==> config.mk <==
export PLATFORM = sky130hd
export DESIGN_NAME = btree_node_key_search
export DESIGN_NICKNAME = d
export VERILOG_FILES = /design/src/hdl/bnks_pkg.sv /design/src/hdl/bnks_ram.sv /design/src/hdl/bnks_ctrl.sv /design/src/hdl/bnks_dp.sv /design/src/hdl/btree_node_key_search.sv
export SDC_FILE = /design/constraint.sdc
export NUM_CORES = 1
export LEC_CHECK = 0
export ABC_AREA = 0
export BUFFER_PORTS_ARGS = -buffer_cell sky130_fd_sc_hd__buf_4
export CELL_PAD_IN_SITES_DETAIL_PLACEMENT = 0
export CELL_PAD_IN_SITES_GLOBAL_PLACEMENT = 1
export CORE_MARGIN = 5
export CORE_UTILIZATION = 57
export CTS_BUF_LIST = sky130_fd_sc_hd__clkbuf_8
export CTS_CLUSTER_DIAMETER = 40
export DETAILED_ROUTE_END_ITERATION = 7
export PLACE_DENSITY_LB_ADDON = 0.1
export SLEW_MARGIN = 25
export SYNTH_ARGS = -nofsm -noshare
export SYNTH_HDL_FRONTEND = slang
export SYNTH_HIERARCHICAL = 1
export SYNTH_SLANG_ARGS = --single-unit
==> constraint.sdc <==
create_clock -name clk_i -period 5.4 [get_ports clk_i]
set_input_delay 1.08 -clock clk_i [delete_from_list [all_inputs] [get_ports clk_i]]
set_output_delay 1.08 -clock clk_i [all_outputs]
set_load 0.01 [all_outputs]
==> src/hdl/bnks_pkg.sv <==
package bnks_pkg;

  localparam int NodeCapacityDef = 16;

  localparam int SlotW  = 5;
  localparam int KeyW   = 32;
  localparam int ChildW = 32;
  localparam int CntW   = 5;
  localparam int PosW   = 5;

  localparam int CfgAddrW = 1;
  localparam int CfgDataW = 5;

  // input tdata: slot, entry_key, entry_child, search_key
  localparam int SlotLsb   = 0;
  localparam int EKeyLsb   = SlotLsb + SlotW;
  localparam int EChildLsb = EKeyLsb + KeyW;
  localparam int SKeyLsb   = EChildLsb + ChildW;
  localparam int InFieldW  = SKeyLsb + KeyW;
  localparam int InDataW   = ((InFieldW + 7) / 8) * 8;

  // output tdata: position, found, child_page, at_end
  localparam int PosLsb    = 0;
  localparam int FoundBit  = PosLsb + PosW;
  localparam int ChildLsb  = FoundBit + 1;
  localparam int AtEndBit  = ChildLsb + ChildW;
  localparam int OutFieldW = AtEndBit + 1;
  localparam int OutDataW  = ((OutFieldW + 7) / 8) * 8;

  localparam logic OP_WRITE  = 1'b0;
  localparam logic OP_SEARCH = 1'b1;

  localparam logic KIND_LEAF     = 1'b0;
  localparam logic KIND_INTERNAL = 1'b1;

  localparam logic [CfgAddrW-1:0] REG_NODE_KIND = 1'b0;
  localparam logic [CfgAddrW-1:0] REG_KEY_COUNT = 1'b1;

  typedef struct packed {
    logic wr;
    logic start;
    logic step;
    logic load;
  } cmd_t;

  typedef struct packed {
    logic empty;
    logic hit;
    logic internal;
  } status_t;

endpackage

==> src/hdl/bnks_ram.sv <==
module bnks_ram #(
  parameter int WIDTH = 32,
  parameter int DEPTH = 16,
  localparam int AW = (DEPTH > 1) ? $clog2(DEPTH) : 1
) (
  input  logic             clk_i,
  input  logic             we_i,
  input  logic [AW-1:0]    waddr_i,
  input  logic [WIDTH-1:0] wdata_i,
  input  logic [AW-1:0]    raddr_i,
  output logic [WIDTH-1:0] rdata_o
);

  logic [WIDTH-1:0] mem [DEPTH];
  logic [WIDTH-1:0] rdata_q;

  always_ff @(posedge clk_i) begin
    if (we_i) begin
      mem[waddr_i] <= wdata_i;
    end
    rdata_q <= mem[raddr_i];
  end

  assign rdata_o = rdata_q;

endmodule

==> src/hdl/bnks_ctrl.sv <==
module bnks_ctrl import bnks_pkg::*; (
  input  logic    clk_i,
  input  logic    rst_ni,
  input  logic    s_valid_i,
  input  logic    op_i,
  output logic    s_ready_o,
  input  logic    m_ready_i,
  output logic    m_valid_o,
  input  status_t status_i,
  output cmd_t    cmd_o
);

  typedef enum logic [2:0] {
    S_IDLE,
    S_PROBE,
    S_CMP,
    S_CHILD,
    S_FINISH
  } state_e;

  state_e state_q;
  logic   m_valid_q;
  logic   accept;
  logic   out_free;

  assign s_ready_o = (state_q == S_IDLE);
  assign accept    = s_valid_i && s_ready_o;
  assign out_free  = !m_valid_q || m_ready_i;
  assign m_valid_o = m_valid_q;

  always_comb begin
    cmd_o.wr    = accept && (op_i == OP_WRITE);
    cmd_o.start = accept && (op_i == OP_SEARCH);
    cmd_o.step  = (state_q == S_CMP);
    cmd_o.load  = (state_q == S_FINISH) && out_free;
  end

  always_ff @(posedge clk_i or negedge rst_ni) begin
    if (!rst_ni) begin
      state_q   <= S_IDLE;
      m_valid_q <= 1'b0;
    end else begin
      if (cmd_o.load) begin
        m_valid_q <= 1'b1;
      end else if (m_valid_q && m_ready_i) begin
        m_valid_q <= 1'b0;
      end
      unique case (state_q)
        S_IDLE: begin
          if (accept && (op_i == OP_SEARCH)) begin
            state_q <= S_PROBE;
          end
        end
        S_PROBE: begin
          if (status_i.empty) begin
            state_q <= status_i.internal ? S_CHILD : S_FINISH;
          end else begin
            state_q <= S_CMP;
          end
        end
        S_CMP: begin
          state_q <= status_i.hit ? S_FINISH : S_PROBE;
        end
        S_CHILD: begin
          state_q <= S_FINISH;
        end
        S_FINISH: begin
          if (out_free) begin
            state_q <= S_IDLE;
          end
        end
        default: begin
          state_q <= S_IDLE;
        end
      endcase
    end
  end

endmodule

==> src/hdl/bnks_dp.sv <==
module bnks_dp import bnks_pkg::*; #(
  parameter int NODE_CAPACITY = NodeCapacityDef
) (
  input  logic                clk_i,
  input  logic                rst_ni,
  input  logic                cfg_we_i,
  input  logic [CfgAddrW-1:0] cfg_addr_i,
  input  logic [CfgDataW-1:0] cfg_wdata_i,
  input  logic [InDataW-1:0]  in_data_i,
  input  cmd_t                cmd_i,
  output status_t             status_o,
  output logic [OutDataW-1:0] out_data_o
);

  localparam int IdxW = $clog2(NODE_CAPACITY + 1);
  localparam int KAw  = (NODE_CAPACITY > 1) ? $clog2(NODE_CAPACITY) : 1;

  logic                kind_q;
  logic [CntW-1:0]     count_q;
  logic [KeyW-1:0]     skey_q;
  logic [IdxW-1:0]     lo_q, hi_q;
  logic                found_q;
  logic [OutDataW-1:0] out_q;

  logic [SlotW-1:0]    slot;
  logic [KeyW-1:0]     ekey;
  logic [ChildW-1:0]   echild;
  logic [IdxW-1:0]     eff_cnt;
  logic [IdxW-1:0]     mid;
  logic [KeyW-1:0]     key_rdata;
  logic [ChildW-1:0]   child_rdata;
  logic                key_we, child_we;

  assign slot   = in_data_i[SlotLsb +: SlotW];
  assign ekey   = in_data_i[EKeyLsb +: KeyW];
  assign echild = in_data_i[EChildLsb +: ChildW];

  assign key_we   = cmd_i.wr && (32'(slot) < NODE_CAPACITY);
  assign child_we = cmd_i.wr && (32'(slot) <= NODE_CAPACITY);

  assign eff_cnt = (32'(count_q) > NODE_CAPACITY) ? IdxW'(NODE_CAPACITY) : IdxW'(count_q);
  assign mid     = lo_q + ((hi_q - lo_q) >> 1);

  bnks_ram #(
    .WIDTH (KeyW),
    .DEPTH (NODE_CAPACITY)
  ) u_key_ram (
    .clk_i   (clk_i),
    .we_i    (key_we),
    .waddr_i (KAw'(slot)),
    .wdata_i (ekey),
    .raddr_i (mid[KAw-1:0]),
    .rdata_o (key_rdata)
  );

  bnks_ram #(
    .WIDTH (ChildW),
    .DEPTH (NODE_CAPACITY + 1)
  ) u_child_ram (
    .clk_i   (clk_i),
    .we_i    (child_we),
    .waddr_i (IdxW'(slot)),
    .wdata_i (echild),
    .raddr_i (lo_q),
    .rdata_o (child_rdata)
  );

  assign status_o.empty    = (lo_q == hi_q);
  assign status_o.hit      = (kind_q == KIND_LEAF) && (skey_q == key_rdata);
  assign status_o.internal = (kind_q == KIND_INTERNAL);

  always_ff @(posedge clk_i or negedge rst_ni) begin
    if (!rst_ni) begin
      kind_q  <= KIND_LEAF;
      count_q <= '0;
    end else if (cfg_we_i) begin
      unique case (cfg_addr_i)
        REG_NODE_KIND: kind_q  <= cfg_wdata_i[0];
        REG_KEY_COUNT: count_q <= cfg_wdata_i;
        default:       kind_q  <= kind_q;
      endcase
    end
  end

  always_ff @(posedge clk_i) begin
    if (cmd_i.start) begin
      skey_q  <= in_data_i[SKeyLsb +: KeyW];
      lo_q    <= '0;
      hi_q    <= eff_cnt;
      found_q <= 1'b0;
    end else if (cmd_i.step) begin
      priority if (status_o.hit) begin
        lo_q    <= mid;
        found_q <= 1'b1;
      end else if (key_rdata >= skey_q) begin
        hi_q <= mid;
      end else begin
        lo_q <= IdxW'(mid + 1'b1);
      end
    end
  end

  always_ff @(posedge clk_i) begin
    if (cmd_i.load) begin
      out_q <= OutDataW'({(lo_q == eff_cnt),
                          (kind_q == KIND_INTERNAL) ? child_rdata : {ChildW{1'b0}},
                          found_q,
                          PosW'(lo_q)});
    end
  end

  assign out_data_o = out_q;

endmodule

==> src/hdl/btree_node_key_search.sv <==
// B-tree node key search. The block holds one node of up to NODE_CAPACITY sorted 32-bit
// keys and NODE_CAPACITY+1 child page numbers. An input transfer with tuser low writes
// the key and child at slot (slot NODE_CAPACITY takes only the child, higher slots are
// dropped) and gives no result. With tuser high it runs a binary search over the first
// key_count keys and returns one result transfer: leaf nodes report an exact match or the
// insertion point, internal nodes report the first key not below the search key and its
// child page. Each probe passes through a probe and a compare state because the key memory
// has a registered read; there are at most 5 probes for 16 keys. A leaf search stops on an
// equal key, an internal node adds a state that reads the child page, and the block stays
// busy while the previous result still waits in the output register.
// A finished result sits in the output register while the next item is taken.
// Write node_kind and key_count only while the block is idle.
module btree_node_key_search import bnks_pkg::*; #(
  parameter int NODE_CAPACITY = NodeCapacityDef
) (
  input  logic                clk_i,
  input  logic                rst_ni,
  input  logic                cfg_we_i,
  input  logic [CfgAddrW-1:0] cfg_addr_i,
  input  logic [CfgDataW-1:0] cfg_wdata_i,
  input  logic                s_axis_tvalid,
  output logic                s_axis_tready,
  // slot, entry_key, entry_child, search_key
  input  logic [InDataW-1:0]  s_axis_tdata,
  // op
  input  logic                s_axis_tuser,
  output logic                m_axis_tvalid,
  input  logic                m_axis_tready,
  // position, found, child_page, at_end
  output logic [OutDataW-1:0] m_axis_tdata
);

  cmd_t    cmd;
  status_t status;

  bnks_ctrl u_ctrl (
    .clk_i     (clk_i),
    .rst_ni    (rst_ni),
    .s_valid_i (s_axis_tvalid),
    .op_i      (s_axis_tuser),
    .s_ready_o (s_axis_tready),
    .m_ready_i (m_axis_tready),
    .m_valid_o (m_axis_tvalid),
    .status_i  (status),
    .cmd_o     (cmd)
  );

  bnks_dp #(
    .NODE_CAPACITY (NODE_CAPACITY)
  ) u_dp (
    .clk_i       (clk_i),
    .rst_ni      (rst_ni),
    .cfg_we_i    (cfg_we_i),
    .cfg_addr_i  (cfg_addr_i),
    .cfg_wdata_i (cfg_wdata_i),
    .in_data_i   (s_axis_tdata),
    .cmd_i       (cmd),
    .status_o    (status),
    .out_data_o  (m_axis_tdata)
  );

endmodule

## Yosys cells after proc, flatten, opt, wreduce, memory -nomap -nowiden

Memories as Yosys holds them, arrays and structs flattened. A register that Yosys moved wholly into a read port is not among the register bits.
Cells that the tools add are included.

| word-level totals | value |
|---|---|
| register bits | 92 |
| memory bits (writable) | 1056 |
| input port bits | 116 |
| logic and storage cells | 72 |
| memories | 2 |

Memory list:

| name | words | width | rd ports | clocked after Yosys merged registers in | wr ports | line | source |
|---|---|---|---|---|---|---|---|
| u_dp.u_child_ram.mem | 17 | 32 | 1 | 1 | 1 | bnks_ram.sv:14 | `logic [WIDTH-1:0] mem [DEPTH];` |
| u_dp.u_key_ram.mem | 16 | 32 | 1 | 1 | 1 | bnks_ram.sv:14 |  |

| cells by class | value |
|---|---|
| add/subtract/negate cells | 3 |
| magnitude comparators | 4 |
| equality and inequality tests | 11 |
| mux-type cells | 19 |
| bitwise operators | 3 |
| reduce and logical (&&, ||, !) cells | 20 |

Operators by type and width:

| cell | count |
|---|---|
| $mux 5 | 7 |
| $eq 32x32->1 | 1 |
| $ge 32x32->1 | 1 |
| $mux 3 | 5 |
| $pmux 3 s5 | 1 |
| $eq 5x5->1 | 2 |
| $reduce_and 2->1 | 5 |
| $logic_and 1x1->1 | 8 |
| $eq 3x2->1 const B | 2 |
| $mux 1 | 6 |
| $ne 2x2->1 const B | 3 |
| $reduce_bool 2->1 | 3 |
| $add 5x1->5 const B | 1 |
| $add 5x4->5 | 1 |
| $gt 5x5->1 const B | 1 |
| $le 5x5->1 const B | 1 |
| $lt 5x5->1 const B | 1 |
| $sub 5x5->5 | 1 |
| $eq 3x1->1 const B | 1 |
| $eq 3x3->1 const B | 1 |
| $logic_not 3->1 | 1 |
| $not 1->1 | 3 |
| $reduce_and 3->1 | 1 |
| $ne 2x1->1 const B | 1 |
| 2 further kinds | 2 |

## Longest topological paths before layout

Gate-level depths: netlist (run 1).

| depth | value |
|---|---|
| depth in word-level cells | 6 |
| depth in mapped cells | 15 |
| mapped depth without buffers | 14 |

## By module

Netlist (run 1), hierarchy kept.

By module, submodules not included:

| module | instances | cells an instance | area an instance (µm²) |
|---|---|---|---|
| bnks_ram at u_dp.u_child_ram | 1 | 913 | 21603.2 |
| bnks_ram at u_dp.u_key_ram | 1 | 838 | 19854.0 |
| bnks_dp | 1 | 356 | 4399.2 |
| bnks_ctrl | 1 | 22 | 220.2 |

## Least setup slack after synthesis (run 1)

No wires, ideal clock.

| path | value |
|---|---|
| path type | input to register |
| start point | in s_axis_tdata[0] |
| end point | mem u_dp.u_child_ram.mem[8][0] (enable) |
| library setup time | 0.468 ns |
| arrival time | 4.356 ns |
| data required time | 4.932 ns |
| slack | 0.576 ns |
| stages on the path | 5 |
| path buffers | 0 |
| cell sequence | o41ai_1 > and2_1 > nor2b_1 > nand2_1 > nor3b_1 |

| between the ends | value |
|---|---|
| longest elaborated chain between the ends | 4 |

RTL lines:

| element | line | source |
|---|---|---|
| from (decl) | btree_node_key_search.sv:24 | `input logic [InDataW-1:0] s_axis_tdata,` |
| $le 5x5->1 | bnks_dp.sv:39 | `assign child_we = cmd_i.wr && (32'(slot) <= NODE_CAPACITY);` |
| $logic_and 1x1->1 | bnks_dp.sv:39 |  |
| net u_dp.child_we | bnks_dp.sv:32 | `logic key_we, child_we;` |
| $mux 1 | bnks_ram.sv:18 | `if (we_i) begin` |
| $mux 1 (not written as such) | bnks_ram.sv:19 | `mem[waddr_i] <= wdata_i;` |
| to (decl) | bnks_ram.sv:14 |  |

The timed path passes the listed nets, and every way through them passes these cells.

## Worst setup path after layout (run 1)

| path | value |
|---|---|
| start point | reg u_dp.lo_q[0] |
| end point | reg u_dp.u_key_ram.rdata_q[6] (netlist: u_dp/u_key_ram/rdata_o[6]) (read register of u_dp.u_key_ram.mem) |

| between the ends | value |
|---|---|
| longest elaborated chain between the ends | 2 |

RTL lines:

| element | line | source |
|---|---|---|
| from (decl) | bnks_dp.sv:21 | `logic [IdxW-1:0] lo_q, hi_q;` |
| from (signal assigned) | bnks_dp.sv:93 | `lo_q <= mid;` |
| from (signal assigned) | bnks_dp.sv:98 | `lo_q <= IdxW'(mid + 1'b1);` |
| $sub 5x5->5 | bnks_dp.sv:42 | `assign mid = lo_q + ((hi_q - lo_q) >> 1);` |
| $add 5x4->5 * | bnks_dp.sv:42 |  |
| net u_dp.mid[3] | bnks_dp.sv:29 | `logic [IdxW-1:0] mid;` |
| to (decl) | bnks_ram.sv:15 | `logic [WIDTH-1:0] rdata_q;` |

Mark *: on every way through the listed nets, which the timed path passes. The rest lies on a longest branch.
A chain may end at the register's enable or synchronous reset.

==> reports/metrics.yaml, run 1 <==
hold_path:
  hp-class: "in2async"
sta:
  setup_violations: 0
  hold_viol: 0
  tns_ns: 0
  fin_crit_sh: 0.7361
  worst_pin_slew_ns: 1.042
  clock.fmax_mhz: 251.6
  rsz0062_at_grt: "no"
  clock-skew-final_ns: 0.03439
  final_max_slew_viol_count: 0
  slew_headroom: 0.3036
  fin_crit_ns: 3.975
place:
  port_buffers: 153
  dp.final_hpwl_mm: 54.40
  place_congestion: 0.7577
synthesis:
  synth_edf_count: 1132
  synth.area.top_cells: "edfxtp_1 (74%), mux4_2 (12%), dfxtp_1 (3.0%), ha_1 (1.1%), a22oi_1 (1.0%)"
  syn_nets: 2288
  synthCells: 2129
  yosysUniqueCellTypes: 67
  yosysWarnings: 6
  synth_seq_area_share: 0.7736
  synth_seq_cells: 1212
  syn_area_um2: 46080
  synth_top_area_frac: 0.7377
  syn_area_per_cell_um2: 21.64
  synth-async-reset-ratio: 0.008251
  yosys.area.top_type: "edfxtp_1"
  ys.flop_type: "edfxtp_1"
critical_path:
  crit_family: "adder cells"
  critPathCaptureType: "flip-flop"
  crit_slowest_cell: "dfxtp_4"
  crit_fanout: 25
  worstPathRequired_ns: 6.14
  cpPeakStageDelay_ns: 0.61
  cp_cell_sequence: "ha_1 -> inv_1 -> fa_1 -> a21o_1 -> a21oi_1 -> xnor2_1 -> ha_1 -> xor2_1 -> inv_1 -> and2_1 -> buf_4 -> a22oi_1 -> nand2_1"
  worst_setup_path_start_kind: "flip-flop"
  cp.arrival_ns: 4.72
  crit_type: "reg2reg"
  cp_num_buf_inv: 3
cells_and_area:
  areaGrowthSynthToFinish_pct: 14.45
  final_cell_mix: "edfxtp_1 (1132), mux4_2 (249), clkbuf_8 (220)"
  nets: 2601
  layout_commonest_cell: "edfxtp_1"
  drive_gt1_frac: 0.3160
power:
  leakagePower_nw: 17.55
  ir_drop_uv: 1279
  power_w: 0.03444
  power_density_nw_per_um2: 653.1
clock_network:
  clock_path_buffers: 3
  clk_pin_slew_worst_paths_ns: 0.06
  cts_setup_buffers: 0
  htreeDepth: 4
  clock_latency_ns: 0.82
  holdBufCountCts: 0
  cts_tree: "yes"
  cts.repair.resized: 0
  clkSinkCount: 1212
  cts_made_buffers: 191
  root_buffer: "clkbuf_8"
global_route:
  antenna_found_initial: 8
  grt_util_all_layers: 0.2267
  gr-total-overflow: 0
  grt_pass1_vias: 22860
  grt_max_degree: 133
  grt_pass1_wl_mm: 144.7
floorplan:
  ios: 158
  start_util: 0.5739
  rows: 104
  die_h_um: 294.3
  die_x_um: 294.3
  die_area_um2: 86620
  core_area_um2: 80290
routing:
  drt_iter0_markers: 1695
  drtPass1Iterations: 7
  routed_wl_mm: 97.14
  wl_per_cell_um: 26.42
  antenna_left: 0
  routed_via_density: 5.925
  drc: 0
  num_vias: 21780
job:
  cap_violations: 0
outcome:
  status: "finished, final reports clean"
-- state kept, by name, indices dropped and copies added, names as in the netlist --
name                      count
u_dp/count_q                  5
u_dp/out_data_o              39
u_ctrl/m_valid_o              1
u_dp/u_child_ram/mem        544
u_dp/u_key_ram/mem          512
u_dp/skey_q                  32
u_dp/lo_q                     5
u_dp/u_child_ram/rdata_o     32
u_dp/hi_q                     5
u_dp/u_key_ram/rdata_o       32
u_dp/found_q                  1
u_dp/kind_q                   1
u_ctrl/state_q                3
-- Yosys cell counts (9+ instances only) --
master / number
a21oi_1: 22
nand2_1: 54
nor2b_1: 9
and2_1: 34
buf_2: 15
a22oi_1: 64
dfxtp_1: 70
mux4_2: 249
o22ai_1: 23
buf_6: 10
edfxtp_1: 1132
clkbuf_1: 35
mux2i_1: 32
a221oi_2: 25
o22ai_2: 10
dfrtp_1: 10
ha_1: 41
nor2_1: 79
inv_1: 49
buf_1: 10
buf_4: 20
-- metrics by stage --
step | cells | cell area [um^2] | hold WS, ns | util | setup slack [ns]
6_report | 3676 | 52740 | 0.09093 | 0.6568 | 1.425
5_1_grt | 3673 | 52730 | 0.04782 | 0.6567 | 1.203
4_1_cts | 3670 | 52690 | 0.02186 | 0.6563 | 1.410
3_5_place_dp | 3308 | 48740 | 0.4245 | 0.6070 | 1.419
3_3_place_gp | 3308 | 48740 | 0.4231 | 0.6070 | 1.474
2_1_floorplan | 2129 | 46080 | 0.4090 | - | 0.5762
-- path summary, 6_finish.rpt --
path | startpoint | endpoint | slack [ns] | depth (start not counted)
max in group asynchronous | rst_ni | u_dp/kind_q | 5.16 | 1
min in group clk_i | s_axis_tdata[84] | u_dp/skey_q[15] | 0.43 | 1
min | rst_ni | u_ctrl/state_q[0] | 0.09 | 1
max | u_dp/lo_q[0] | u_dp/u_key_ram/rdata_o[6] | 1.42 | 13
max reg2reg | u_dp/lo_q[0] | u_dp/u_key_ram/rdata_o[6] | 1.42 | 13
min reg2reg | u_dp/found_q | u_dp/out_data_o[5] | 0.45 | 0
-- kinds of logic after synthesis --
family	synth area share
mux	0.1341
buf+inv	0.01876
simple gates	0.02428
fa+ha+maj	0.01200
compound gates	0.03470
xor+xnor	0.002471
flops	0.7736
other cells	0.00008139
-- worst register-to-register path: cells and delay by family, from the launching register on --
family	cells	cell delay, ns
adder cells (fa/ha/maj)	3	0.90
buffers and inverters	3	0.84
AND/OR/NAND/NOR	2	0.63
flip-flops	1	0.61
AO/OA/AOI/OAI	3	0.58
XOR/XNOR	2	0.35
-- area by class of cell --
class / instances / area, um^2
sequential: 1212 / 35660
fill: 5292 / 27550
multi-input combinational: 768 / 9839
clock buffer: 220 / 3028
timing repair buffer: 219 / 1755
tap: 1060 / 1326
clock inverter: 142 / 928.4
inverter: 50 / 190.2
antenna: 5 / 12.51
-- power by group --
part	internal [W]	switching, W	leakage [nW]
clock	0.00423	0.00351	2.27
sequential	0.0109	0.000209	10.9
combinational	0.00696	0.00859	4.38
-- per-layer routing --
layer	share of wire	up-vias	track usage
li1	-	9524	-
met1	0.40	11500	0.3025
met2	0.52	612	0.3876
met3	0.056	136	0.04596
met4	0.019	6	0.06336
met5	0.00044	-	0
No activity file was read; power rests on OpenSTA's default activity.
==> run 2: changes to the inputs <==
Settings changed: ABC_AREA 0 to 1, CORE_UTILIZATION 57 to 47.
Clock period 5.4 ns to 3.3 ns, I/O delays scaled along.
==> run 2 against run 1 <==
  * Non-clock buffer count is 93 higher
  * Sequential cell count unchanged
  * Routed wire length increased by 29%
  * Register-to-register slack worse by 1.1 ns
  * Die area increased by 31%
  * Fmax up 33%
  * Critical path depth up 1
  * Clock-buffer cell count is 2 higher
  * Synthesized cell count grew 110%
  * Core utilization fell by 11 points
  * Final cell count up 73%
  * Critical endpoint is now u_dp/u_key_ram/rdata_o[29]
==> reports/metrics.yaml, run 2 <==
critical_path:
  cpPeakStageDelay_ns: 0.61  # about the same
  critPathCaptureType: "flip-flop"
  cp_cell_sequence: "inv_1 -> ha_1 -> inv_1 -> fa_1 -> xor2_1 -> inv_1 -> fa_1 -> inv_4 -> inv_4 -> buf_12 -> nand3_1 -> nand3_1 -> nand3_1 -> nand2_1"
  worst_setup_path_start_kind: "flip-flop"
  crit_fanout: 36  # +44%
  crit_type: "reg2reg"
  cp_num_buf_inv: 6  # +3
  worstPathRequired_ns: 4.09  # -2.05 ns
  crit_slowest_cell: "fa_1"
  cp.arrival_ns: 3.78  # -0.94 ns
  crit_family: "adder cells"
routing:
  routed_via_density: 4.997  # -16%
  num_vias: 31740  # +46%
  antenna_left: 0  # unchanged
  routed_wl_mm: 125.0  # +29%
  drc: 0  # unchanged
  drtPass1Iterations: 5  # -2
  wl_per_cell_um: 19.67  # -26%
  drt_iter0_markers: 2111  # +25%
clock_network:
  clk_pin_slew_worst_paths_ns: 0.06  # about the same
  root_buffer: "clkbuf_8"
  clkSinkCount: 1212  # unchanged
  clock_latency_ns: 0.87  # +0.05 ns
  cts_made_buffers: 205  # +7.3%
  cts_tree: "yes"
  cts.repair.resized: 0  # unchanged
  htreeDepth: 4  # unchanged
  clock_path_buffers: 3  # unchanged
  cts_setup_buffers: 0  # unchanged
  holdBufCountCts: 56  # +56
place:
  place_congestion: 0.7590  # +0.17%
  postPlaceCellArea_um2: 53440  # +9.7%
  port_buffers: 153  # unchanged
  dp_cells: 5897  # +78%
  dp.final_hpwl_mm: 64.82  # +19%
sta:
  final_max_slew_viol_count: 0  # unchanged
  clock.fmax_mhz: 334.6  # +33%
  fin_crit_sh: 0.9055  # +0.1694
  clock-skew-final_ns: 0.03434  # -0.00005020 ns
  slew_headroom: 0.2765  # -0.02718
  hold_viol: 0  # unchanged
  setup_violations: 0  # unchanged
  rsz0062_at_grt: "no"
  worst_pin_slew_ns: 1.085  # +0.04324 ns
  fin_crit_ns: 2.988  # -0.9869 ns
outcome:
  status: "finished, final reports clean"
synthesis:
  yosys.area.top_type: "edfxtp_1"
  yosysWarnings: 6  # unchanged
  syn_area_um2: 50090  # +8.7%
  synth_edf_count: 1132  # unchanged
  syn_area_per_cell_um2: 11.20  # -48%
  synth_top_area_frac: 0.6786  # -0.05917
  synth_seq_cells: 1212  # unchanged
  yosysMostFrequentCell: "nand2_1"
  synthCells: 4474  # +110%
  synth.area.top_cells: "edfxtp_1 (68%), nand2_1 (12%), nand3_1 (7.9%), inv_1 (3.7%), dfxtp_1 (2.8%)"
  yosysUniqueCellTypes: 41  # -39%
  synth_seq_area_share: 0.7115  # -0.06204
  ys.flop_type: "edfxtp_1"
  syn_nets: 4633  # +100%
  synth_common_cells: "nand2_1 (1557), edfxtp_1 (1132), nand3_1 (786)"
  synth-async-reset-ratio: 0.008251  # unchanged
cells_and_area:
  drive_gt1_frac: 0.1198  # -0.1961
  fillers: 9090  # +72%
  instances_no_fill: 6352  # +73%
  finalInstanceArea_um2: 58000  # +10%
  top_register: "u_dp/u_child_ram/mem"
  final_cell_mix: "nand2_1 (1556), edfxtp_1 (1132), nand3_1 (786)"
  largest_reg_flops: 544  # unchanged
  layout_commonest_cell: "nand2_1"
  areaGrowthSynthToFinish_pct: 15.79
  nets: 4928  # +89%
  post-route-util: 0.5495  # -0.1074
job:
  cap_violations: 0  # unchanged
global_route:
  grt_max_degree: 204  # +53%
  grt_pass1_vias: 31060  # +36%
  antenna_found_initial: 13  # +5
  gr-total-overflow: 0  # unchanged
  grt_pass1_wl_mm: 188.3  # +30%
  grt_util_all_layers: 0.2210  # -0.005692
hold_path:
  hp-class: "in2reg"
floorplan:
  rows: 119  # +14%
  core_area_um2: 105600  # +31%
  start_util: 0.4745  # -0.09936
  die_h_um: 336.5  # +14%
  ios: 158  # unchanged
  die_x_um: 336.5  # +14%
  die_area_um2: 113200  # +31%
-- run 2: changes by cell type in the layout (fill, tap and decap cells not counted), sizes merged, moves of 8 or more --
cell	before	now
a221oi	33	0
nor2b	9	0
mux4	256	0
buf	219	256
a22oi	64	0
dlygate4sd3	0	56
and2	34	0
nand2	54	1565
inv	127	597
nand2b	8	0
nand3	6	787
o22ai	33	0
mux2i	32	0
-- run 2: cell families after synthesis --
kind of cell / count (synthesis) / synth area share
and+or+nand+nor: 2434 / 0.2042
DFF: 1212 / 0.7115
buffers and inverters: 725 / 0.06529
adders and majority gates: 43 / 0.01104
AOI/OAI and AO/OA: 43 / 0.004596
xor gates and xnor gates: 13 / 0.002573
muxes: 3 / 0.0006743
other: 1 / 0.00007486
-- run 2: area by class of cell --
cell class / count / area [um^2] / area share
inverters: 501 / 1901 / 0.03277
multi-input cells: 2537 / 11460 / 0.1977
clock buffers: 222 / 3055 / 0.05268
clock inverters: 165 / 918.4 / 0.01583
repair buffers: 312 / 3236 / 0.05578
diodes: 12 / 30.03 / 0.0005177
well taps: 1391 / 1740 / 0.03000
flip-flops and latches: 1212 / 35660 / 0.6148
-- run 2: per-layer routing --
metal	part of all wire	routed length [um]	GRT usage
met4	0.031	3911	0.08321
met2	0.50	62560	0.3831
met1	0.42	52730	0.2807
met3	0.046	5735	0.03805
met5	0.00020	25	0
-- run 2: path summary, 6_finish.rpt --
kind	start	to	slack [ns]	depth (start not counted)
max	u_dp/hi_q[0]	u_dp/u_key_ram/rdata_o[29]	0.31	14
min	s_axis_tdata[19]	u_dp/u_key_ram/mem[9][14]	0.09	1
max reg2reg	u_dp/hi_q[0]	u_dp/u_key_ram/rdata_o[29]	0.31	14
min reg2reg	u_dp/u_child_ram/mem[16][10]	u_dp/u_child_ram/rdata_o[10]	0.44	2
max in group asynchronous	rst_ni	u_dp/kind_q	2.96	2
min in group asynchronous	rst_ni	u_dp/count_q[0]	0.17	2
-- run 2: per-stage QoR --
| step | setup TNS (ns) | hold slack, ns | setup slack, ns |
|---|---|---|---|
| final | 0 | 0.09395 | 0.3117 |
| after global routing | 0 | 0.03154 | 0.01515 |
| after CTS | 0 | 0.0001824 | 0.2869 |
| after detailed placement | 0 | 0.4272 | 0.3129 |
| after global placement | 0 | 0.4212 | 0.3233 |
| after floorplan | -38.56 | 0.3644 | -0.1096 |
Power of run 2 is not shown: default switching activity piles up to over one toggle a cycle in this logic, so the estimate is an artifact.
==> run 3: changes to the inputs <==
Settings changed: PLACE_DENSITY_LB_ADDON 0.1 to 0.2.
==> run 3 against run 2 <==
  * Via count grew 0.31%
  * Non-clock buffer count shrank 10
  * Critical path depth is the same
  * Register-to-register slack is essentially flat
  * Final area is essentially flat
  * Core utilization is essentially flat
  * First-iteration DRC count shrank 4.5%
  * Worst setup slack lost 0.0028 ns
  * Sequential cell count is the same
  * Fmax is essentially flat
  * Clock skew shrank 0.011 ns
  * Largest cell class unchanged
  * Highest routed layer unchanged
==> reports/metrics.yaml, run 3 (synthesized netlist as in run 2, its figures left out) <==
cells_and_area:
  instances_no_fill: 6333  # -0.30%
  drive_gt1_frac: 0.1264  # +0.006622
  finalInstanceArea_um2: 58030  # about the same
  areaGrowthSynthToFinish_pct: 15.84  # about the same
  nets: 4917  # -0.22%
  seq_area_um2: 35660  # unchanged
  largest_reg_flops: 544  # unchanged
  post-route-util: 0.5497  # about the same
  final_cell_mix: "nand2_1 (1556), edfxtp_1 (1132), nand3_1 (786)"
  top_register: "u_dp/u_child_ram/mem"
  fillers: 8961  # -1.4%
  layout_commonest_cell: "nand2_1"
  multiInputGateArea_um2: 11460  # unchanged
critical_path:
  cp_cell_sequence: "inv_1 -> ha_1 -> inv_1 -> fa_1 -> xor2_1 -> inv_1 -> fa_1 -> inv_4 -> inv_4 -> buf_12 -> nand3_1 -> nand3_1 -> nand3_1 -> nand2_1"
  crit_slowest_cell: "fa_1"
  worstPathRequired_ns: 4.09  # about the same
  worst_setup_path_start_kind: "flip-flop"
  crit_type: "reg2reg"
  cp.arrival_ns: 3.78  # about the same
  cpPeakStageDelay_ns: 0.61  # about the same
  crit_fanout: 49  # +36%
  critPathCaptureType: "flip-flop"
routing:
  antenna_left: 0  # unchanged
  drtPass1Iterations: 5  # unchanged
  wl_per_cell_um: 19.53  # -0.73%
  num_vias: 31840  # +0.31%
  drc: 0  # unchanged
  routed_via_density: 5.027  # +0.61%
  routed_wl_mm: 123.7  # -1.0%
  drt_iter0_markers: 2017  # -4.5%
clock_network:
  cts_tree: "yes"
  clkSinkCount: 1212  # unchanged
  clock_path_buffers: 3  # unchanged
  htreeDepth: 4  # unchanged
  cts_made_buffers: 204  # -0.49%
  cts_setup_buffers: 0  # unchanged
  clk_pin_slew_worst_paths_ns: 0.06  # about the same
  root_buffer: "clkbuf_8"
  clock_latency_ns: 0.86  # about the same
floorplan:
  die_x_um: 336.5  # unchanged
  rows: 119  # unchanged
  die_area_um2: 113200  # unchanged
  core_area_um2: 105600  # unchanged
  ios: 158  # unchanged
  die_h_um: 336.5  # unchanged
  start_util: 0.4745  # unchanged
global_route:
  gr-total-overflow: 0  # unchanged
  grt_pass1_vias: 30900  # -0.52%
  antenna_found_initial: 9  # -4
  grt_pass1_wl_mm: 186.1  # -1.2%
  grt_util_all_layers: 0.2180  # -0.003036
  grt_max_degree: 147  # -28%
sta:
  rsz0062_at_grt: "no"
  clock.fmax_mhz: 334.3  # about the same
  slew_headroom: 0.4600  # +0.1835
  fin_crit_ns: 2.991  # +0.002773 ns
  final_max_slew_viol_count: 0  # unchanged
  clock-skew-final_ns: 0.02292  # -0.01143 ns
  setup_violations: 0  # unchanged
  whs_ns: 0.1040  # +0.01004 ns
  worst_pin_slew_ns: 0.8100  # -0.2753 ns
  fin_crit_sh: 0.9064  # about the same
  hold_viol: 0  # unchanged
place:
  postPlaceCellArea_um2: 53470  # about the same
  place_congestion: 0.7730  # +1.8%
  dp_cells: 5900  # +0.051%
  port_buffers: 153  # unchanged
  dp.final_hpwl_mm: 65.32  # +0.78%
job:
  cap_violations: 0  # unchanged
hold_path:
  hp-class: "in2reg"
outcome:
  status: "finished, final reports clean"
## run 3: repair_timing
item	in CTS	in global routing
hold endpoints to repair	68	0
resized for setup	0	0
hold buffers	43	0
## run 3: per-layer routing
layer  GRT usage  routed length [um]  up-vias
met3     0.03840                5561      209
met4     0.06615                2712        8
li1            -                   -    15530
met5           0                  57        -
met1      0.2742               51410    15400
met2      0.3880               63940      691
## run 3: cell type report
class | instances | share of cell area
Antenna cell | 7 | 0.0003019
Clock buffer | 239 | 0.05669
Clock inverter | 144 | 0.01412
Inverter | 501 | 0.03275
Multi-Input combinational cell | 2537 | 0.1976
Sequential cell | 1212 | 0.6145
Tap cell | 1391 | 0.02999
Timing Repair Buffer | 302 | 0.05408
## run 3: worst paths after layout
| check | slack (ns) | cells past startpoint | end | startpoint |
|---|---|---|---|---|
| max reg2reg | 0.31 | 14 | u_dp/u_key_ram/rdata_o[9] | u_dp/hi_q[0] |
| min in group asynchronous | 0.18 | 2 | u_ctrl/m_valid_o | rst_ni |
| max in group asynchronous | 2.95 | 2 | u_dp/kind_q | rst_ni |
| min | 0.10 | 1 | u_dp/u_key_ram/mem[12][11] | s_axis_tdata[16] |
| max | 0.31 | 14 | u_dp/u_key_ram/rdata_o[9] | u_dp/hi_q[0] |
| min reg2reg | 0.43 | 2 | u_dp/u_child_ram/rdata_o[29] | u_dp/u_child_ram/mem[16][29] |
## run 3: critical path, delay by kind of cell, from the launching register on
family | cells | cell delay, ns
and+or+nand+nor | 4 | 0.42
buffers and inverters | 6 | 0.76
DFF | 1 | 0.36
adders and majority gates | 3 | 1.14
xor gates and xnor gates | 1 | 0.20
## run 3: per-stage QoR
stage / setup slack, ns / setup TNS [ns]
final: 0.3090 / 0
after global routing: 0.07893 / 0
after CTS: 0.2602 / 0
after detailed placement: 0.2958 / 0
after global placement: 0.3284 / 0
after floorplan: -0.1096 / -38.56
Power of run 3 is left out for the same reason.
